===== config.mk =====
export PLATFORM = sky130hd
export DESIGN_NAME = json_key_uint_extractor_flat
export DESIGN_NICKNAME = d
export VERILOG_FILES = /design/src/rtl/jkue_pkg.sv /design/src/rtl/jkue_if.sv /design/src/rtl/json_key_uint_extractor.sv /design/src/rtl/jkue_step.sv /design/src/rtl/jkue_rsp_reg.sv /design/src/flat_wrapper.sv
export VERILOG_INCLUDE_DIRS = /design/src /design/src/rtl
export SDC_FILE = /design/constraint.sdc
export NUM_CORES = 1
export LEC_CHECK = 0
export BUFFER_PORTS_ARGS = -buffer_cell sky130_fd_sc_hd__buf_4
export CAP_MARGIN = 20
export CORE_MARGIN = 4
export CORE_UTILIZATION = 35
export DETAILED_ROUTE_END_ITERATION = 8
export MAX_ROUTING_LAYER = met4
export REMOVE_ABC_BUFFERS = 1
export SLEW_MARGIN = 40
export SYNTH_ARGS = -nofsm -noshare
export SYNTH_HDL_FRONTEND = slang
export SYNTH_SLANG_ARGS = --single-unit

===== constraint.sdc =====
create_clock -name clock -period 7.3 [get_ports clock]
set_input_delay 0.365 -clock clock [delete_from_list [all_inputs] [get_ports clock]]
set_output_delay 0.365 -clock clock [all_outputs]
set_load 0.03 [all_outputs]

===== src/rtl/json_key_uint_extractor_assert.svh =====
// Assertion macros for the JSON key extractor; empty when SYNTHESIS is defined.
`ifndef JSON_KEY_UINT_EXTRACTOR_ASSERT_SVH
`define JSON_KEY_UINT_EXTRACTOR_ASSERT_SVH

`ifndef SYNTHESIS
// Same-cycle implication, checked on every rising clock edge outside reset.
`define JKUE_ASSERT_IMPLY(label, ante, cons) \
   label: assert property (@(posedge clock) disable iff (reset) (ante) |-> (cons)) \
      else $error("jkue assertion failed");
// Next-cycle implication, checked on every rising clock edge outside reset.
`define JKUE_ASSERT_NEXT(label, ante, cons) \
   label: assert property (@(posedge clock) disable iff (reset) (ante) |=> (cons)) \
      else $error("jkue assertion failed");
`else
`define JKUE_ASSERT_IMPLY(label, ante, cons)
`define JKUE_ASSERT_NEXT(label, ante, cons)
`endif

`endif


===== src/rtl/jkue_pkg.sv =====
// Shared types, constants and character helpers for the JSON key extractor.
package jkue_pkg;

   localparam int TextW  = 8;
   localparam int ValueW = 32;
   localparam int MatchW = 5;
   localparam int KeyLen = 16;

   localparam logic [TextW-1:0] ChNul   = 8'h00;
   localparam logic [TextW-1:0] ChQuote = 8'h22;
   localparam logic [TextW-1:0] ChColon = 8'h3A;
   localparam logic [TextW-1:0] ChSpace = 8'h20;
   localparam logic [TextW-1:0] ChTab   = 8'h09;
   localparam logic [TextW-1:0] ChLf    = 8'h0A;
   localparam logic [TextW-1:0] ChCr    = 8'h0D;
   localparam logic [TextW-1:0] ChZero  = 8'h30;
   localparam logic [TextW-1:0] ChNine  = 8'h39;

   typedef enum logic [2:0] {
      PH_SEARCH = 3'd0,
      PH_COLON  = 3'd1,
      PH_WS     = 3'd2,
      PH_DIGITS = 3'd3,
      PH_DONE   = 3'd4
   } phase_type;

   typedef struct packed {
      phase_type          phase;
      logic [MatchW-1:0]  match_count;
      logic [ValueW-1:0]  accumulated;
   } scan_state_type;

   typedef struct packed {
      logic               found;
      logic [ValueW-1:0]  seq_value;
   } result_type;

   // Characters of the fixed key, first to last.
   function automatic logic [TextW-1:0] key_char(input logic [3:0] idx);
      logic [TextW-1:0] ch;
      case (idx)
         4'd0:    ch = 8'h61; // a
         4'd1:    ch = 8'h63; // c
         4'd2:    ch = 8'h63; // c
         4'd3:    ch = 8'h65; // e
         4'd4:    ch = 8'h70; // p
         4'd5:    ch = 8'h74; // t
         4'd6:    ch = 8'h65; // e
         4'd7:    ch = 8'h64; // d
         4'd8:    ch = 8'h5F; // _
         4'd9:    ch = 8'h74; // t
         4'd10:   ch = 8'h68; // h
         4'd11:   ch = 8'h72; // r
         4'd12:   ch = 8'h6F; // o
         4'd13:   ch = 8'h75; // u
         4'd14:   ch = 8'h67; // g
         4'd15:   ch = 8'h68; // h
         default: ch = 8'h00;
      endcase
      return ch;
   endfunction

   function automatic logic is_ws(input logic [TextW-1:0] c);
      return (c == ChSpace) || (c == ChTab) || (c == ChLf) || (c == ChCr);
   endfunction

   function automatic logic is_digit(input logic [TextW-1:0] c);
      return (c >= ChZero) && (c <= ChNine);
   endfunction

endpackage


===== src/rtl/jkue_if.sv =====
// Valid/ready channel interfaces for the text input and the result output.
interface jkue_req_if;
   logic                       valid;
   logic                       ready;
   logic [jkue_pkg::TextW-1:0] text_byte;
   logic                       end_of_text;

   modport source (output valid, output text_byte, output end_of_text, input ready);
   modport sink   (input valid, input text_byte, input end_of_text, output ready);
endinterface

interface jkue_rsp_if;
   logic                        valid;
   logic                        ready;
   logic                        found;
   logic [jkue_pkg::ValueW-1:0] seq_value;

   modport source (output valid, output found, output seq_value, input ready);
   modport sink   (input valid, input found, input seq_value, output ready);
endinterface


===== src/rtl/json_key_uint_extractor.sv =====
// A result beat is valid in the cycle after the byte that decides it is accepted.
// Throughput: one text byte per cycle; ready drops only while a result beat is stalled.
// The scan state register and the output register are the only stages of the design.
// Reset is synchronous and active high; it clears the scan state and the output valid.
// A terminator beat also returns the scan state to its reset value.
module json_key_uint_extractor (
   input  logic       clock,
   input  logic       reset,
   jkue_req_if.sink   req_bus,
   jkue_rsp_if.source rsp_bus
);
   import jkue_pkg::*;

`include "json_key_uint_extractor_assert.svh"

   // Scan state: phase, count of key characters matched, digits gathered so far.
   scan_state_type state_ff;
   scan_state_type state_in;

   logic       accept;
   logic       emit;
   logic       can_load;
   result_type result;

   // A new byte is taken whenever the output register is free or drains this cycle,
   // so bytes stream back to back while the result side keeps up.
   assign req_bus.ready = can_load;
   assign accept        = req_bus.valid && req_bus.ready;

   jkue_step u_step (
      .cur_state   (state_ff),
      .text_byte   (req_bus.text_byte),
      .end_of_text (req_bus.end_of_text),
      .next_state  (state_in),
      .emit        (emit),
      .result      (result)
   );

   always_ff @(posedge clock) begin
      if (reset) begin
         state_ff.phase       <= PH_SEARCH;
         state_ff.match_count <= '0;
         state_ff.accumulated <= '0;
      end else if (accept) begin
         state_ff <= state_in;
      end
   end

   // Only an accepted byte that decides the outcome loads a result beat.
   jkue_rsp_reg u_rsp_reg (
      .clock    (clock),
      .reset    (reset),
      .load     (accept && emit),
      .result   (result),
      .can_load (can_load),
      .rsp_bus  (rsp_bus)
   );

   // A failure beat always carries a zero value.
   `JKUE_ASSERT_IMPLY(a_fail_zero, rsp_bus.valid && !rsp_bus.found, rsp_bus.seq_value == '0)
   // A terminator returns the scanner to its reset state.
   `JKUE_ASSERT_NEXT(a_eot_resets, accept && req_bus.end_of_text, state_ff.phase == PH_SEARCH && state_ff.match_count == '0)
   // Once a result is out, nothing but the terminator may produce another.
   `JKUE_ASSERT_IMPLY(a_one_result, accept && state_ff.phase == PH_DONE && !req_bus.end_of_text, !emit)
   // Emitting a result moves the scanner to the done phase unless the text ended.
   `JKUE_ASSERT_NEXT(a_emit_done, accept && emit && !req_bus.end_of_text, state_ff.phase == PH_DONE)

endmodule


===== src/rtl/jkue_step.sv =====
// Next-state and result logic for one text byte of the key scanner.
module jkue_step (
   input  jkue_pkg::scan_state_type           cur_state,
   input  logic [jkue_pkg::TextW-1:0]         text_byte,
   input  logic                               end_of_text,
   output jkue_pkg::scan_state_type           next_state,
   output logic                               emit,
   output jkue_pkg::result_type               result
);
   import jkue_pkg::*;

   logic [ValueW+3:0]  scaled;
   logic               overflow;
   logic [MatchW-1:0]  matched;
   logic               fin_emit;
   result_type         fin_result;

   // accumulated * 10 + digit, kept four bits wider to see an overflow.
   assign scaled = {1'b0, cur_state.accumulated, 3'b000}
                 + {3'b000, cur_state.accumulated, 1'b0}
                 + {{ValueW{1'b0}}, text_byte[3:0]};
   assign overflow = |scaled[ValueW+3:ValueW];

   // Result that a terminator or a zero byte produces.
   always_comb begin
      fin_emit   = 1'b0;
      fin_result = '0;
      case (cur_state.phase)
         PH_DIGITS: begin
            fin_emit             = 1'b1;
            fin_result.found     = 1'b1;
            fin_result.seq_value = cur_state.accumulated;
         end
         PH_SEARCH, PH_COLON, PH_WS: begin
            fin_emit = 1'b1;
         end
         default: begin
            fin_emit = 1'b0;
         end
      endcase
   end

   always_comb begin
      next_state = cur_state;
      emit       = 1'b0;
      result     = '0;
      matched    = '0;
      if (end_of_text) begin
         emit                   = fin_emit;
         result                 = fin_result;
         next_state.phase       = PH_SEARCH;
         next_state.match_count = '0;
         next_state.accumulated = '0;
      end else if (text_byte == ChNul) begin
         emit   = fin_emit;
         result = fin_result;
         if (fin_emit) begin
            next_state.phase = PH_DONE;
         end
      end else begin
         case (cur_state.phase)
            PH_SEARCH: begin
               if (!cur_state.match_count[MatchW-1] &&
                   text_byte == key_char(cur_state.match_count[MatchW-2:0])) begin
                  matched = cur_state.match_count + MatchW'(1);
               end else if (text_byte == key_char(4'd0)) begin
                  matched = MatchW'(1);
               end else begin
                  matched = '0;
               end
               next_state.match_count = matched;
               if (matched[MatchW-1]) begin
                  next_state.phase = PH_COLON;
               end
            end
            PH_COLON: begin
               if (text_byte == ChColon) begin
                  next_state.phase = PH_WS;
               end else if (!(text_byte == ChQuote || is_ws(text_byte))) begin
                  emit             = 1'b1;
                  next_state.phase = PH_DONE;
               end
            end
            PH_WS: begin
               if (is_digit(text_byte)) begin
                  next_state.accumulated = {{(ValueW-4){1'b0}}, text_byte[3:0]};
                  next_state.phase       = PH_DIGITS;
               end else if (!is_ws(text_byte)) begin
                  emit             = 1'b1;
                  next_state.phase = PH_DONE;
               end
            end
            PH_DIGITS: begin
               if (!is_digit(text_byte)) begin
                  emit             = 1'b1;
                  result.found     = 1'b1;
                  result.seq_value = cur_state.accumulated;
                  next_state.phase = PH_DONE;
               end else if (overflow) begin
                  emit             = 1'b1;
                  next_state.phase = PH_DONE;
               end else begin
                  next_state.accumulated = scaled[ValueW-1:0];
               end
            end
            default: begin
               // A result was already delivered: bytes wait for the terminator.
               next_state = cur_state;
            end
         endcase
      end
   end

endmodule


===== src/rtl/jkue_rsp_reg.sv =====
// Output register that holds one result beat until the sink takes it.
module jkue_rsp_reg (
   input  logic                 clock,
   input  logic                 reset,
   input  logic                 load,
   input  jkue_pkg::result_type result,
   output logic                 can_load,
   jkue_rsp_if.source           rsp_bus
);
   import jkue_pkg::*;

   logic       valid_ff;
   logic       valid_in;
   result_type data_ff;

   assign can_load = !valid_ff || rsp_bus.ready;

   always_comb begin
      valid_in = valid_ff;
      if (load) begin
         valid_in = 1'b1;
      end else if (rsp_bus.ready) begin
         valid_in = 1'b0;
      end
   end

   always_ff @(posedge clock) begin
      if (reset) begin
         valid_ff <= 1'b0;
      end else begin
         valid_ff <= valid_in;
      end
   end

   always_ff @(posedge clock) begin
      if (load) begin
         data_ff <= result;
      end
   end

   assign rsp_bus.valid     = valid_ff;
   assign rsp_bus.found     = data_ff.found;
   assign rsp_bus.seq_value = data_ff.seq_value;

endmodule


===== src/flat_wrapper.sv =====
// flat-port wrapper written by rule: the top's interface ports become plain ports
module json_key_uint_extractor_flat import jkue_pkg::*;
  (clock, reset, req_bus_valid, req_bus_text_byte, req_bus_end_of_text, req_bus_ready, rsp_bus_valid, rsp_bus_found, rsp_bus_seq_value, rsp_bus_ready);
  jkue_req_if req_bus_i ();
  jkue_rsp_if rsp_bus_i ();
  input  logic clock;
  input  logic reset;
  input wire logic [$bits(req_bus_i.valid)-1:0] req_bus_valid;
  input wire logic [$bits(req_bus_i.text_byte)-1:0] req_bus_text_byte;
  input wire logic [$bits(req_bus_i.end_of_text)-1:0] req_bus_end_of_text;
  output wire logic [$bits(req_bus_i.ready)-1:0] req_bus_ready;
  output wire logic [$bits(rsp_bus_i.valid)-1:0] rsp_bus_valid;
  output wire logic [$bits(rsp_bus_i.found)-1:0] rsp_bus_found;
  output wire logic [$bits(rsp_bus_i.seq_value)-1:0] rsp_bus_seq_value;
  input wire logic [$bits(rsp_bus_i.ready)-1:0] rsp_bus_ready;
  assign req_bus_i.valid = req_bus_valid;
  assign req_bus_i.text_byte = req_bus_text_byte;
  assign req_bus_i.end_of_text = req_bus_end_of_text;
  assign req_bus_ready = req_bus_i.ready;
  assign rsp_bus_valid = rsp_bus_i.valid;
  assign rsp_bus_found = rsp_bus_i.found;
  assign rsp_bus_seq_value = rsp_bus_i.seq_value;
  assign rsp_bus_i.ready = rsp_bus_ready;
  json_key_uint_extractor u_core (.clock(clock), .reset(reset), .req_bus(req_bus_i), .rsp_bus(rsp_bus_i));
endmodule

=== Word level (Yosys, flattened, before mapping) ===
Memories as Yosys holds them, arrays and structs flattened. A register that Yosys moved wholly into a read port is not among the register bits.
Index checks and enable logic that the tools add are counted.

* Equality and inequality tests: 20
* Multiplexer cells: 44
* Order comparisons: 2
* Add/subtract/negate cells: 3
* Reduce and logical (&&, ||, !) cells: 22

{| class="wikitable"
|+ Operators with widths
! cell !! count
|-
| $mux 33 || 5
|-
| $mux 32 || 3
|-
| $pmux 32 s2 || 1
|-
| $mux 40 || 1
|-
| $mux 37 || 1
|-
| $add 35x33->36 || 1
|-
| $add 36x4->36 || 1
|-
| $mux 3 || 9
|-
| $mux 5 || 5
|-
| $eq 8x4->1 const B || 3
|-
| $eq 8x6->1 const B || 3
|-
| $mux 8 || 3
|-
| $ne 5x5->1 const B || 3
|-
| $mux 1 || 12
|-
| $ne 3x3->1 const B || 4
|-
| $pmux 3 s4 || 1
|-
| $eq 8x7->1 const B || 1
|-
| $eq 8x8->1 || 1
|-
| $ge 8x6->1 const B || 1
|-
| $le 8x6->1 const B || 1
|-
| $logic_not 8->1 || 1
|-
| $mux 4 || 2
|-
| $reduce_or 4->1 || 2
|-
| $reduce_and 7->1 || 1
|-
| other kinds (15) || 25
|}

* Output and inout port bits: 35
* Register bits after elaboration: 74
* Bits in read-only memories: 96
* Bits of input ports: 13
* Memories: 1
* Word-level logic and storage cells: 98

{| class="wikitable"
|+ Memories
! name !! words !! bits a word !! read ports !! clocked after Yosys merged registers in !! wr ports !! line !! text
|-
| (no name shown) || 16 || 6 || 1 || 1 || 0 || jkue_pkg.sv:41 || <nowiki>case (idx)</nowiki>
|}

=== Logic depth before layout (Yosys ltp) ===
Gate-level depths: netlist (run 1).

* Depth in word-level cells: 16
* Depth in mapped cells: 15

=== Hierarchy ===
Synthesis (run 1) repeated with hierarchy kept, for this count alone.

* Cells, all modules: 800
* Area, all modules: 6855.3 µm²

{| class="wikitable"
|+ By module, submodules not included
! module !! times used !! area an instance (µm²) !! cells each
|-
| jkue_step || 1 || 3903.7 || 580
|-
| json_key_uint_extractor || 1 || 1914.3 || 183
|-
| jkue_rsp_reg || 1 || 1037.2 || 37
|}

=== Worst setup path after synthesis (run 1) ===
OpenSTA, ideal clock, no wires.

* Path kind: input to register
* Start point: input req_bus_text_byte[3]
* End point: register u_core.u_rsp_reg.data_ff, in the netlist u_core.u_rsp_reg.rsp_bus.found (enable)
* Required time: 6826 ps
* Path slack: 1016 ps
* Cell stages on the path: 13
* Setup time: 474 ps
* Arrival time: 5810 ps
* Path through: clkbuf_1 -> inv_1 -> fa_1 -> inv_1 -> ha_1 -> a211oi_1 -> o21ai_1 -> o311a_1 -> o211ai_1 -> a21oi_1 -> nor3b_1 -> o41ai_4 -> a211oi_1

* Cells in the longest elaborated chain, start to end: 11
* Elaborated cells between the ends (all ways): 26
* Those cells by class: add/sub: 1; order compare: 2; eq/ne: 6; mux: 9; reduce/logical: 8

{| class="wikitable"
|+ RTL lines
! item !! line !! text
|-
| start, declared || flat_wrapper.sv:9 || <nowiki>input wire logic [$bits(req_bus_i.text_byte)-1:0] req_bus_text_byte;</nowiki>
|-
| parallel branches: the longest is 8 deep, another holds $add 36x4->36 || - ||
|-
| $mux 1 (*) || jkue_step.sv:54 || <nowiki>end else if (text_byte == ChNul) begin</nowiki>
|-
| $mux 1 (*) || jkue_step.sv:48 || <nowiki>if (end_of_text) begin</nowiki>
|-
| $logic_and 1x1->1 (*) || json_key_uint_extractor.sv:53 || <nowiki>.load (accept && emit),</nowiki>
|-
| net u_core.u_rsp_reg.load || jkue_rsp_reg.sv:5 || <nowiki>input logic load,</nowiki>
|-
| end signal, assigned || jkue_rsp_reg.sv:37 || <nowiki>data_ff <= result;</nowiki>
|-
| end, declared || jkue_rsp_reg.sv:14 || <nowiki>result_type data_ff;</nowiki>
|}

Mark *: on every way through the listed nets, which the timed path passes.
A chain may end at the register's enable or synchronous reset.

=== Worst setup path after layout (run 1) ===
* Start point: register u_core.state_ff[27] (netlist name)
* End point: register u_core.state_ff[28] (netlist name)

* Cells in the longest elaborated chain, start to end: 7
* Elaborated cells between the ends (all ways): 10
* Those cells by class: add/sub: 2; eq/ne: 1; mux: 5; reduce/logical: 2

{| class="wikitable"
|+ RTL lines
! item !! line !! text
|-
| start, declared || json_key_uint_extractor.sv:17 || <nowiki>scan_state_type state_ff;</nowiki>
|-
| start signal, assigned || json_key_uint_extractor.sv:45 || <nowiki>state_ff <= state_in;</nowiki>
|-
| $add 35x33->36 (*) || jkue_step.sv:20 || <nowiki>+ {3'b000, cur_state.accumulated, 1'b0}</nowiki>
|-
| $add 36x4->36 (*) || jkue_step.sv:21 || <nowiki>+ {{ValueW{1'b0}}, text_byte[3:0]};</nowiki>
|-
| $mux 32 || jkue_step.sv:99 || <nowiki>end else if (overflow) begin</nowiki>
|-
| $mux 32 || jkue_step.sv:94 || <nowiki>if (!is_digit(text_byte)) begin</nowiki>
|-
| $pmux 32 s2 || jkue_step.sv:61 || <nowiki>case (cur_state.phase)</nowiki>
|-
| $mux 37 || jkue_step.sv:54 ||
|-
| $mux 40 || jkue_step.sv:48 ||
|}

Mark *: on every way between the ends. The rest lies on a longest branch, timed or not. The select of a mux whose other input is x is not followed.

==> flow_summary.toml, run 1 <==
[finish]
syn2layout_area_growth_pct = 15.1
nNetsFinal = 745
antenna_cells = 0
layout.cell_area.non_filler_mm2 = 0.00662
layout_cells_sized_above_1_pct = 11.4

[sta]
tmin_final_ns = 4.71
setup_repair_after_global_routing_missed_its_margin = "false"
setup_violations = 0
timing_hold_violations_final = 0
slew_headroom_pct = 48.7
final_critical_path_setup_slack_ns = 2.59
final_period_utilization_pct = 64.6
clock-skew-final_ns = 0.00681
tightestPinTransition_ns = 0.770
setup-tns-final_ns = 0
timing_max_transition_violations_final = 0
maxClockFrequency_mhz = 212

[run]
drv.max_cap_violation_count = 0

[critical_path]
critPathRequiredTime_ns = 7.58
reg2reg_from = "u_core.state_ff[27]"
critPathKind = "reg -> reg"
worstSetupStartpoint = "u_core.state_ff[27]"
critical_path_peak_fanout = 14
critPathCaptureType = "register"
critical_path_cell_list = "ha_1, ha_1, a21o_1, a21o_1, a221oi_1, mux2_2, a41oi_1, nor3b_1, o41ai_4, a221oi_4, buf_4, a22o_1"
timing.critical_path.max_delay_family = "compound AO/OA/AOI/OAI gates"
cp_data_arrival_time_ns = 5.00
crit_path_max_incr_delay_ns = 0.71
cell_with_the_biggest_individual_delay_on_the_critical_path = "a221oi_4"
critical_path.n_buffers_inverters = 1
reg2reg_setup_slack_ns = 2.59
start_kind = "register"

[global_route]
grt_antenna_before_repair = 0
grt_pass1_wl_um = 23300
grt_overflow_total = 0
grtUsageTotal_pct = 16.0
number_of_global_route_vias_before_repair = 4709
grt_start_max_net_pins = 34

[routing]
routed_wire_length_um = 13900
detail_route.first_pass.iterations = 5
postRouteAntennaNets = 0
avgRoutedWirePerCell_um = 15.8
post-route-drc-count = 0
vias = 4769
drt_iter0_drc = 304
vias_per_cell = 5.42

[clocking]
post_cts_resized = 0
cts.htree.levels = 3
insertion_delay_ns = 0.34
clock-sinks = 80
numCtsBuffers = 9
cts_tree = "yes"
post_cts_buffers = 0
cts-hold-fix-buffers = 0
cts-root-buf = "clkbuf_16"
clk_pin_slew_ns = 0.06
cts.path.max_buffers = 2

[power]
power.static_leakage_nw = 2.90
design_power_total_w = 0.00102
power_per_cell_area_mw_per_mm2 = 153
peakVddDrop_mv = 0.0947

[synthesis]
synth_most_common_cell = "ha_1"
syn_avg_cell_area_um2 = 9.34
synth_async_sr_flop_share_pct = 0
synth_enable_flop_cells = 33
yosysTopAreaCellShare_pct = 17.2
cell_types_with_the_highest_counts_after_synthesis = "ha_1, dfxtp_1, a21oi_1, nand2_1"
leading_post_synthesis_cells_by_cell_area = "edfxtp_1, dfxtp_1, ha_1, a21oi_1, and2_1"
postSynthRegisterBits = 80
synth_area_mm2 = 0.00575
synth_top_cell_by_area = "edfxtp_1"
post_synth_top_flop = "dfxtp_1"
synth.yosys.seq_area_share_pct = 33.6
synth_cell_type_count = 65
yosysWarningCount = 0
synthCells = 616

[placement]
pre_cts_ws_ns = 2.48
place_area_mm2 = 0.00634
port_buffers = 47
gpl.final_weighted_congestion = 0.921
dp.final_hpwl_um = 10700

[die]
initial_utilization_pct = 36.0
coreArea_mm2 = 0.0160
placementRows = 46
floorplan.io_pins = 48
dieArea_mm2 = 0.0186
die_h_um = 136
die-width_um = 136

[hold_path]
min_path_type = "in -> reg"
min_from = "reset"

[outcome]
outcome = "completed"
==> metrics by stage <==
step | hold slack (ns) | instances | utilization (%)
finish | 0.307 | 880 | 41.4
global route | 0.310 | 880 | 41.4
CTS | 0.298 | 880 | 41.4
detailed placement | 0.489 | 864 | 39.6
global placement | 0.476 | 864 | 39.5
floorplan | 0.434 | 598 | -
==> worst register-to-register path: cells and delay by family (launching register included) <==
| kind | cells | cell delay, ns |
|---|---|---|
| compound gates | 7 | 2.21 |
| fa+ha+maj | 2 | 0.69 |
| simple gates | 1 | 0.62 |
| flops | 1 | 0.41 |
| mux | 1 | 0.40 |
| buf+inv | 1 | 0.34 |
==> metal layers <==
| layer | GRT usage, % | vias up | part of all wire, % |
|---|---|---|---|
| li1 | - | 2397 | - |
| met1 | 20.8 | 2252 | 48 |
| met2 | 25.0 | 102 | 46 |
| met3 | 3.33 | 18 | 4.2 |
| met4 | 4.93 | 0 | 1.6 |
| met5 | - | - | 0 |
==> kinds of logic after synthesis <==
group                      after synthesis  share of synthesized area, %
AOI/OAI and AO/OA                      186                          22.9
adders and majority gates               73                          16.1
muxes                                    9                          1.59
buffers and inverters                   45                          3.24
xor gates and xnor gates                34                          5.18
and+or+nand+nor                        189                          17.4
DFF                                     80                          33.6
==> final cells by class <==
type	instances	area, um2
Inverter	27	101
Tap cell	216	270
Timing Repair Buffer	50	375
Clock buffer	12	236
Clock inverter	4	46.3
Sequential cell	80	1930
Fill cell	1630	9380
Multi-Input combinational cell	491	3660
==> sequential cells by signal (all words and copies together) (netlist names), named ones only <==
register / flops
u_core.u_rsp_reg.rsp_bus.found: 1
u_core.u_rsp_reg.rsp_bus.valid: 1
u_core.state_ff: 40
u_core.u_rsp_reg.rsp_bus.seq_value: 32
==> placed cells by master (no fill, tap or decap), types with 6 or more instances in the layout <==
cell type  instances
ha_1              71
nand4_1            8
and2_1            34
nand2_1           40
edfxtp_1          33
or3_1              6
nor3_1            12
o211ai_1           8
buf_4             50
inv_1             27
dfxtp_1           47
a211oi_1           6
and3_1             6
nor2_1            38
o21bai_1           6
xnor2_1           17
xor2_1            17
nand3_1           12
mux2i_1            8
o2bb2ai_1          7
a21oi_1           45
a21o_1             9
a22o_1            20
clkbuf_16          9
o21ai_0           39
==> path summary, 6_finish.rpt <==
| path | to | depth (start not counted) |
|---|---|---|
| min | u_core.state_ff[38] | 2 |
| max reg2reg | u_core.state_ff[28] | 12 |
| min reg2reg | u_core.state_ff[0] | 1 |
| max | u_core.state_ff[28] | 12 |
==> power by group <==
part	internal [W]	switching (W)	leakage, nW
combinational	0.0000312	0.0000598	2.06
clock	0.000264	0.000179	0.134
sequential	0.000477	0.00000584	0.699
No activity file was read; power rests on OpenSTA's default activity.
==> inputs of run 2 (changes only) <==
--- a/config.mk
+++ b/config.mk
@@ -6,6 +6,7 @@
 export SDC_FILE = /design/constraint.sdc
 export NUM_CORES = 1
 export LEC_CHECK = 0
+export ABC_AREA = 1
 export BUFFER_PORTS_ARGS = -buffer_cell sky130_fd_sc_hd__buf_4
 export CAP_MARGIN = 20
 export CORE_MARGIN = 4
==> constraint.sdc (replaced) <==
create_clock -name clock -period 4.02 [get_ports clock]
set_input_delay 0.201 -clock clock [delete_from_list [all_inputs] [get_ports clock]]
set_output_delay 0.201 -clock clock [all_outputs]
set_load 0.03 [all_outputs]
==> run 2 against run 1 <==
Net effect:
- synthesized area rose by 10%
- first-iteration DRC count decreased by 3.0%
- final area grew 8.2%
- combinational power rose to 2.6 times the previous value
- global-route usage shrank 0.11 points
- register-to-register slack got worse by 2.0 ns
- die area increased by 9.4%
- clock power increased by 69%
==> flow_summary.toml, run 2 <==
[outcome]
outcome = "completed"

[synthesis]
synth_cell_type_count = 45
synth_most_common_cell = "nand2_1"
synth_area_mm2 = 0.00633
synth.mux.area_fraction_pct = 0
combinational_family_with_the_most_area_after_synthesis = "simple AND/OR/NAND/NOR gates"
post_synth_top_flop = "dfxtp_1"
cell_types_with_the_highest_counts_after_synthesis = "nand2_1, inv_1, nor2_1, ha_1, a21oi_1"
synth_top_cell_by_area = "edfxtp_1"
yosysWarningCount = 0
synth.yosys.seq_area_share_pct = 30.5
synth-compound-area-share_pct = 12.8
leading_post_synthesis_cells_by_cell_area = "edfxtp_1, dfxtp_1, nand2_1, ha_1, inv_1"
synth_enable_flop_cells = 33
yosysTopAreaCellShare_pct = 15.7
postSynthRegisterBits = 80
synth_async_sr_flop_share_pct = 0
syn_avg_cell_area_um2 = 7.01
synthCells = 902
post_synth_xor_area_fraction_pct = 2.35
synthesized_area_fraction_occupied_by_adder_cells_pct = 14.7
synth_simple_gate_area_share_pct = 30.1

[die]
die_h_um = 142
initial_utilization_pct = 36.2
dieArea_mm2 = 0.0203
coreArea_mm2 = 0.0175
die-width_um = 142
placementRows = 48
floorplan.io_pins = 48

[critical_path]
critPathKind = "reg -> reg"
critPathRequiredTime_ns = 4.24
cp_data_arrival_time_ns = 3.67
reg2regPathDepth = 20
cell_with_the_biggest_individual_delay_on_the_critical_path = "fa_1"
critPathCaptureType = "register"
critical_path_peak_fanout = 20
start_kind = "register"
critical_path_cell_list = "inv_1, fa_1, fa_1, inv_1, nand3_1, nand2_1, nand2_1, nand2_1, nand2_1, nand2_2, nand2_1, nand3_1, nand2_1, nor2_2, nand2_2, nand3_2, nand3_4, buf_4, o21ai_0, nor2_1"
crit_path_max_incr_delay_ns = 0.51
path_common_cell = "nand2_1"

[power]
power.static_leakage_nw = 3.29
peakVddDrop_mv = 0.183
power_per_cell_area_mw_per_mm2 = 260

[clocking]
clock-sinks = 80
cts-hold-fix-buffers = 0
cts.htree.levels = 3
post_cts_resized = 0
insertion_delay_ns = 0.35
clk_pin_slew_ns = 0.06
post_cts_buffers = 0
cts.path.max_buffers = 2
cts_tree = "yes"
numCtsBuffers = 9
cts-root-buf = "clkbuf_16"

[placement]
dp.final_hpwl_um = 11600
port_buffers = 47
pre_cts_ws_ns = 0.571
gpl.final_weighted_congestion = 0.908

[sta]
slew_headroom_pct = 56.5
tightestPinTransition_ns = 0.651
clock-skew-final_ns = 0.00631
final_period_utilization_pct = 86.0
setup_violations = 0
timing_hold_violations_final = 0
maxClockFrequency_mhz = 289
tmin_final_ns = 3.46
setup-tns-final_ns = 0
timing_max_transition_violations_final = 0
final_critical_path_setup_slack_ns = 0.563
setup_repair_after_global_routing_missed_its_margin = "false"

[routing]
vias = 5628
postRouteAntennaNets = 0
routed_wire_length_um = 15000
avgRoutedWirePerCell_um = 12.7
drt_iter0_drc = 295
vias_per_cell = 4.77
detail_route.first_pass.iterations = 4
post-route-drc-count = 0

[global_route]
grt_antenna_before_repair = 0
grt_pass1_wl_um = 25500
grt_start_max_net_pins = 33
grtUsageTotal_pct = 15.9
grt_overflow_total = 0
number_of_global_route_vias_before_repair = 5322

[finish]
layout_common_cells = "nand2_1, inv_1, nor2_1, ha_1, a21oi_1"
regMostFlops = "u_core.state_ff"
filler_cell_count = 1867
largest_register_ffs = 40
final_core_util_pct = 41.0
antenna_cells = 0
syn2layout_area_growth_pct = 13.3
nNetsFinal = 1035
most_frequent_standard_cell_in_the_layout_excluding_fill_and_tap_cells = "nand2_1"
ff_latch_area_mm2 = 0.00193
layout_cells_sized_above_1_pct = 15.3
multi_input_comb_area_mm2 = 0.00379

[hold_path]
min_path_type = "in -> reg"
timing.hold.worst_path_depth = 4

[run]
drv.max_cap_violation_count = 0
==> run 2: cell count changes after synthesis, moves of 10 or more <==
cell / change
a21oi_1: +23
nand3_1: +12
a21oi_2: +19
inv_2: +10
nand2_2: +27
nand2_1: +200
xnor2_1: -11
a22o_1: -20
and2_1: -33
nor2_1: +70
inv_1: +94
==> run 2: final timing paths <==
path / startpoint / slack (ns) / end
worst max-delay path: u_core.state_ff[0] / 0.56 / u_core.state_ff[0]
worst min-delay path: rsp_bus_ready / 0.20 / u_core.u_rsp_reg.rsp_bus.valid
worst max register to register: u_core.state_ff[0] / 0.56 / u_core.state_ff[0]
worst min register to register: u_core.state_ff[38] / 0.52 / u_core.state_ff[38]
==> run 2: critical path, delay by kind of cell (launching register included) <==
kind | cells | cell delay [ns]
buf+inv | 3 | 0.46
flops | 1 | 0.34
compound gates | 1 | 0.17
fa+ha+maj | 2 | 0.99
simple gates | 14 | 1.34
==> run 2: per-stage QoR <==
step | hold slack, ns | instances | power [W] | instance area, um2
floorplan | 0.263 | 887 | 0.00105 | 6240
global placement | 0.491 | 1163 | 0.00113 | 6900
detailed placement | 0.503 | 1163 | 0.00113 | 6900
CTS | 0.196 | 1179 | 0.00189 | 7170
global route | 0.225 | 1179 | 0.00195 | 7170
finish | 0.200 | 1179 | 0.00186 | 7170
==> run 2: final cells by class <==
cell class,instances,area share [%]
Timing Repair Buffer,51,5.34
Sequential cell,80,27.0
Multi-Input combinational cell,673,53.0
Inverter,134,7.12
Tap cell,225,3.93
Clock buffer,10,3.19
Clock inverter,6,0.506
==> run 2: power by group <==
part | switching, W | internal (W) | total [W] | leakage (nW)
clock network | 0.000334 | 0.000414 | 0.000748 | 0.122
logic | 0.000158 | 0.0000753 | 0.000233 | 2.47
registers | 0.0000117 | 0.000868 | 0.000880 | 0.701
==> run 2: cell families (layout without fill, tap and decap cells) <==
kind of cell / count (synthesis) / in the layout
flip-flops: 80 / 80
buffers and inverters: 149 / 201
XOR/XNOR: 17 / 17
adder cells (fa/ha/maj): 73 / 73
AO/OA/AOI/OAI: 138 / 138
AND/OR/NAND/NOR: 445 / 445
==> run 2: routing by layer <==
layer	GRT usage, %	part of all wire (%)
met5	-	0
met4	4.65	1.5
met3	2.65	3.7
met2	25.4	46
met1	20.6	48
==> inputs of run 3 (changes only) <==
--- a/config.mk
+++ b/config.mk
@@ -17,4 +17,5 @@
 export SLEW_MARGIN = 40
 export SYNTH_ARGS = -nofsm -noshare
 export SYNTH_HDL_FRONTEND = slang
+export SYNTH_HIERARCHICAL = 1
 export SYNTH_SLANG_ARGS = --single-unit
==> run 3 against run 2 <==
Net effect:
- maximum frequency decreased by 5.9%
- final area increased by 12%
- die area increased by 12%
- critical path depth increased by 2
- highest routed layer unchanged
- via count increased by 18%
- combinational power increased by 140%
- total power increased by 29%
- sequential power increased by 0.5%
- synthesized cell count increased by 24%
- utilization decreased by 0.28 points
- hold slack improved by 0.012 ns
- sequential share of layout area decreased by 4.4 points
==> flow_summary.toml, run 3 <==
[synthesis]
synth_cell_type_count = 43
leading_post_synthesis_cells_by_cell_area = "nand2_1, edfxtp_1, ha_1, dfxtp_1, nor2_1"
synth_enable_flop_cells = 33
postSynthRegisterBits = 74
syn_avg_cell_area_um2 = 6.35
synth_most_common_cell = "nand2_1"
yosysTopAreaCellShare_pct = 16.4
post_synth_top_flop = "dfxtp_1"
synth_async_sr_flop_share_pct = 0
cell_types_with_the_highest_counts_after_synthesis = "nand2_1, nor2_1, inv_1, ha_1, dfxtp_1"
synthCells = 1119
yosysWarningCount = 6
synth_top_cell_by_area = "nand2_1"
synth_area_mm2 = 0.00710
synth.yosys.seq_area_share_pct = 25.5

[finish]
antenna_cells = 0
nNetsFinal = 1239
layout_cells_sized_above_1_pct = 13.9
layout.cell_area.non_filler_mm2 = 0.00803
layout.cells.non_filler = 1427
largest_register_ffs = 40
most_frequent_standard_cell_in_the_layout_excluding_fill_and_tap_cells = "nand2_1"
syn2layout_area_growth_pct = 13.1
regMostFlops = "u_core/state_ff"
layout_common_cells = "nand2_1, nor2_1, inv_1, ha_1, buf_4"

[critical_path]
critPathRequiredTime_ns = 4.04
cell_with_the_biggest_individual_delay_on_the_critical_path = "fa_1"
start_kind = "register"
reg2regPathDepth = 22
crit_path_max_incr_delay_ns = 0.55
critPathKind = "reg -> reg"
reg2reg_from = "u_core/state_ff[0]"
critical_path_cell_list = "inv_1, fa_1, inv_1, fa_1, nand2_1, nand2_1, nand3_1, nand2_1, nand2_1, nand2_2, nand2_2, nand3_1, nand2_2, nor2_4, nand2_2, nand2_4, o211ai_1, nand2_1, o21ai_0, inv_1, nor2_4, buf_4"
cp_data_arrival_time_ns = 3.69
path_common_cell = "nand2_1"
critPathCaptureType = "register"
reg2reg_setup_slack_ns = 0.35
rr_endpoint = "u_core/u_rsp_reg/rsp_bus.seq_value[28]"
critical_path_peak_fanout = 20

[hold_path]
min_delay_worst_endpoint = "u_core/u_rsp_reg/rsp_bus.valid"
timing.hold.worst_path_depth = 4
min_path_type = "in -> reg"
min_from = "rsp_bus_ready"

[die]
floorplan.io_pins = 48
dieArea_mm2 = 0.0226
initial_utilization_pct = 36.0
die_h_um = 150
die-width_um = 150
coreArea_mm2 = 0.0197
placementRows = 51

[placement]
port_buffers = 47
dp.final_hpwl_um = 13900
place_area_mm2 = 0.00765
place_inst = 1410
gpl.final_weighted_congestion = 0.914

[clocking]
cts-hold-fix-buffers = 1
clk_pin_slew_ns = 0.06
cts.path.max_buffers = 2
cts_tree = "yes"
post_cts_resized = 0
clock-sinks = 74
cts-root-buf = "clkbuf_16"
cts.htree.levels = 3
post_cts_buffers = 0
insertion_delay_ns = 0.34
numCtsBuffers = 9

[sta]
tmin_final_ns = 3.67
slew_headroom_pct = 58.0
timing_max_transition_violations_final = 0
setup_repair_after_global_routing_missed_its_margin = "false"
setup-tns-final_ns = 0
tightestPinTransition_ns = 0.629
maxClockFrequency_mhz = 272
final_period_utilization_pct = 91.4
hold_ws_ns = 0.212
clock-skew-final_ns = 0.00699
setup_violations = 0
timing_hold_violations_final = 0

[global_route]
number_of_global_route_vias_before_repair = 6347
grt_util_met1_pct = 21.5
grt_start_max_net_pins = 82
grtUsageTotal_pct = 17.5
grt_util_met2_pct = 30.0
use_met3_pct = 2.56
grt_pass1_wl_um = 31100
grt_overflow_total = 0
grt_antenna_before_repair = 0
global_route.peak_usage_layer = "met2"

[power]
power_per_cell_area_mw_per_mm2 = 299
power.static_leakage_nw = 3.93
design_power_total_w = 0.00240
peakVddDrop_mv = 0.173

[run]
drv.max_cap_violation_count = 0

[routing]
detail_route.first_pass.iterations = 5
postRouteAntennaNets = 0
drt_iter0_drc = 267
post-route-drc-count = 0
vias_per_cell = 4.66
vias = 6646
routed_wire_length_um = 18400
avgRoutedWirePerCell_um = 12.9

[outcome]
outcome = "completed"
==> run 3: cell count changes in the layout (fill, tap and decap cells not counted), moves of 5 or more <==
cell,delta
nor2_1,+101
nand2_1,+71
inv_1,+59
a21oi_1,-28
a21oi_2,+8
nand2_2,+7
dfxtp_1,-6
o211ai_1,+5
==> run 3: worst max-delay path, delay by kind of cell (launching register included) <==
kind / cells / cell delay, ns
flip-flops: 1 / 0.37
adder cells (fa/ha/maj): 2 / 0.98
AND/OR/NAND/NOR: 14 / 1.26
AO/OA/AOI/OAI: 2 / 0.18
buffers and inverters: 4 / 0.56
==> run 3: routing by layer <==
layer | routed length [um] | part of all wire (%)
met5 | 0 | 0
met4 | 332 | 1.8
met3 | 499 | 2.7
met2 | 8800 | 48
met1 | 8760 | 48
==> run 3: area by class of cell <==
| type | count | area, um2 |
|---|---|---|
| repair buffers | 54 | 408 |
| clock inverters | 6 | 113 |
| well taps | 265 | 332 |
| fillers | 2110 | 11700 |
| flip-flops and latches | 74 | 1810 |
| clock buffers | 10 | 239 |
| inverters | 188 | 706 |
| multi-input cells | 830 | 4420 |
==> run 3: logic make-up (layout without fill, tap and decap cells) <==
logic type	count (synthesis)	in the layout	share of synthesized area, %
flip-flops	74	74	25.5
AND/OR/NAND/NOR	633	633	37.6
adder cells (fa/ha/maj)	69	69	12.4
XOR/XNOR	11	11	1.36
AO/OA/AOI/OAI	117	117	10.6
buffers and inverters	215	258	12.6
==> run 3: worst max-delay path by stage <==
| stage | startpoint | end | slack, ns | cells past startpoint |
|---|---|---|---|---|
| 5_1_grt | u_core/state_ff[2] | u_core/u_rsp_reg/rsp_bus.seq_value[28] | 0.05 | 22 |
| 4_1_cts | u_core/state_ff[2] | u_core/u_rsp_reg/rsp_bus.seq_value[27] | 0.34 | 22 |
| 2_1_floorplan | u_core/state_ff[0] | u_core/u_rsp_reg/rsp_bus.found | -0.43 | 21 |
| 3_5_place_dp | u_core/state_ff[2] | u_core/u_rsp_reg/rsp_bus.seq_value[29] | 0.35 | 22 |
| 3_3_place_gp | u_core/state_ff[0] | u_core/u_rsp_reg/rsp_bus.seq_value[30] | 0.41 | 22 |
| 6_report | u_core/state_ff[0] | u_core/u_rsp_reg/rsp_bus.seq_value[28] | 0.35 | 22 |
==> run 3: per-stage QoR <==
step / utilization [%] / setup WS, ns
2_1_floorplan: - / -0.434
3_3_place_gp: 38.8 / 0.408
3_5_place_dp: 38.8 / 0.354
4_1_cts: 40.6 / 0.343
5_1_grt: 40.7 / 0.0525
6_report: 40.7 / 0.347
==> run 3: report_power, final <==
part	total, W	switching [W]	internal [W]
registers	0.000884	0.0000524	0.000831
clock network	0.000965	0.000339	0.000626
logic	0.000554	0.000359	0.000195
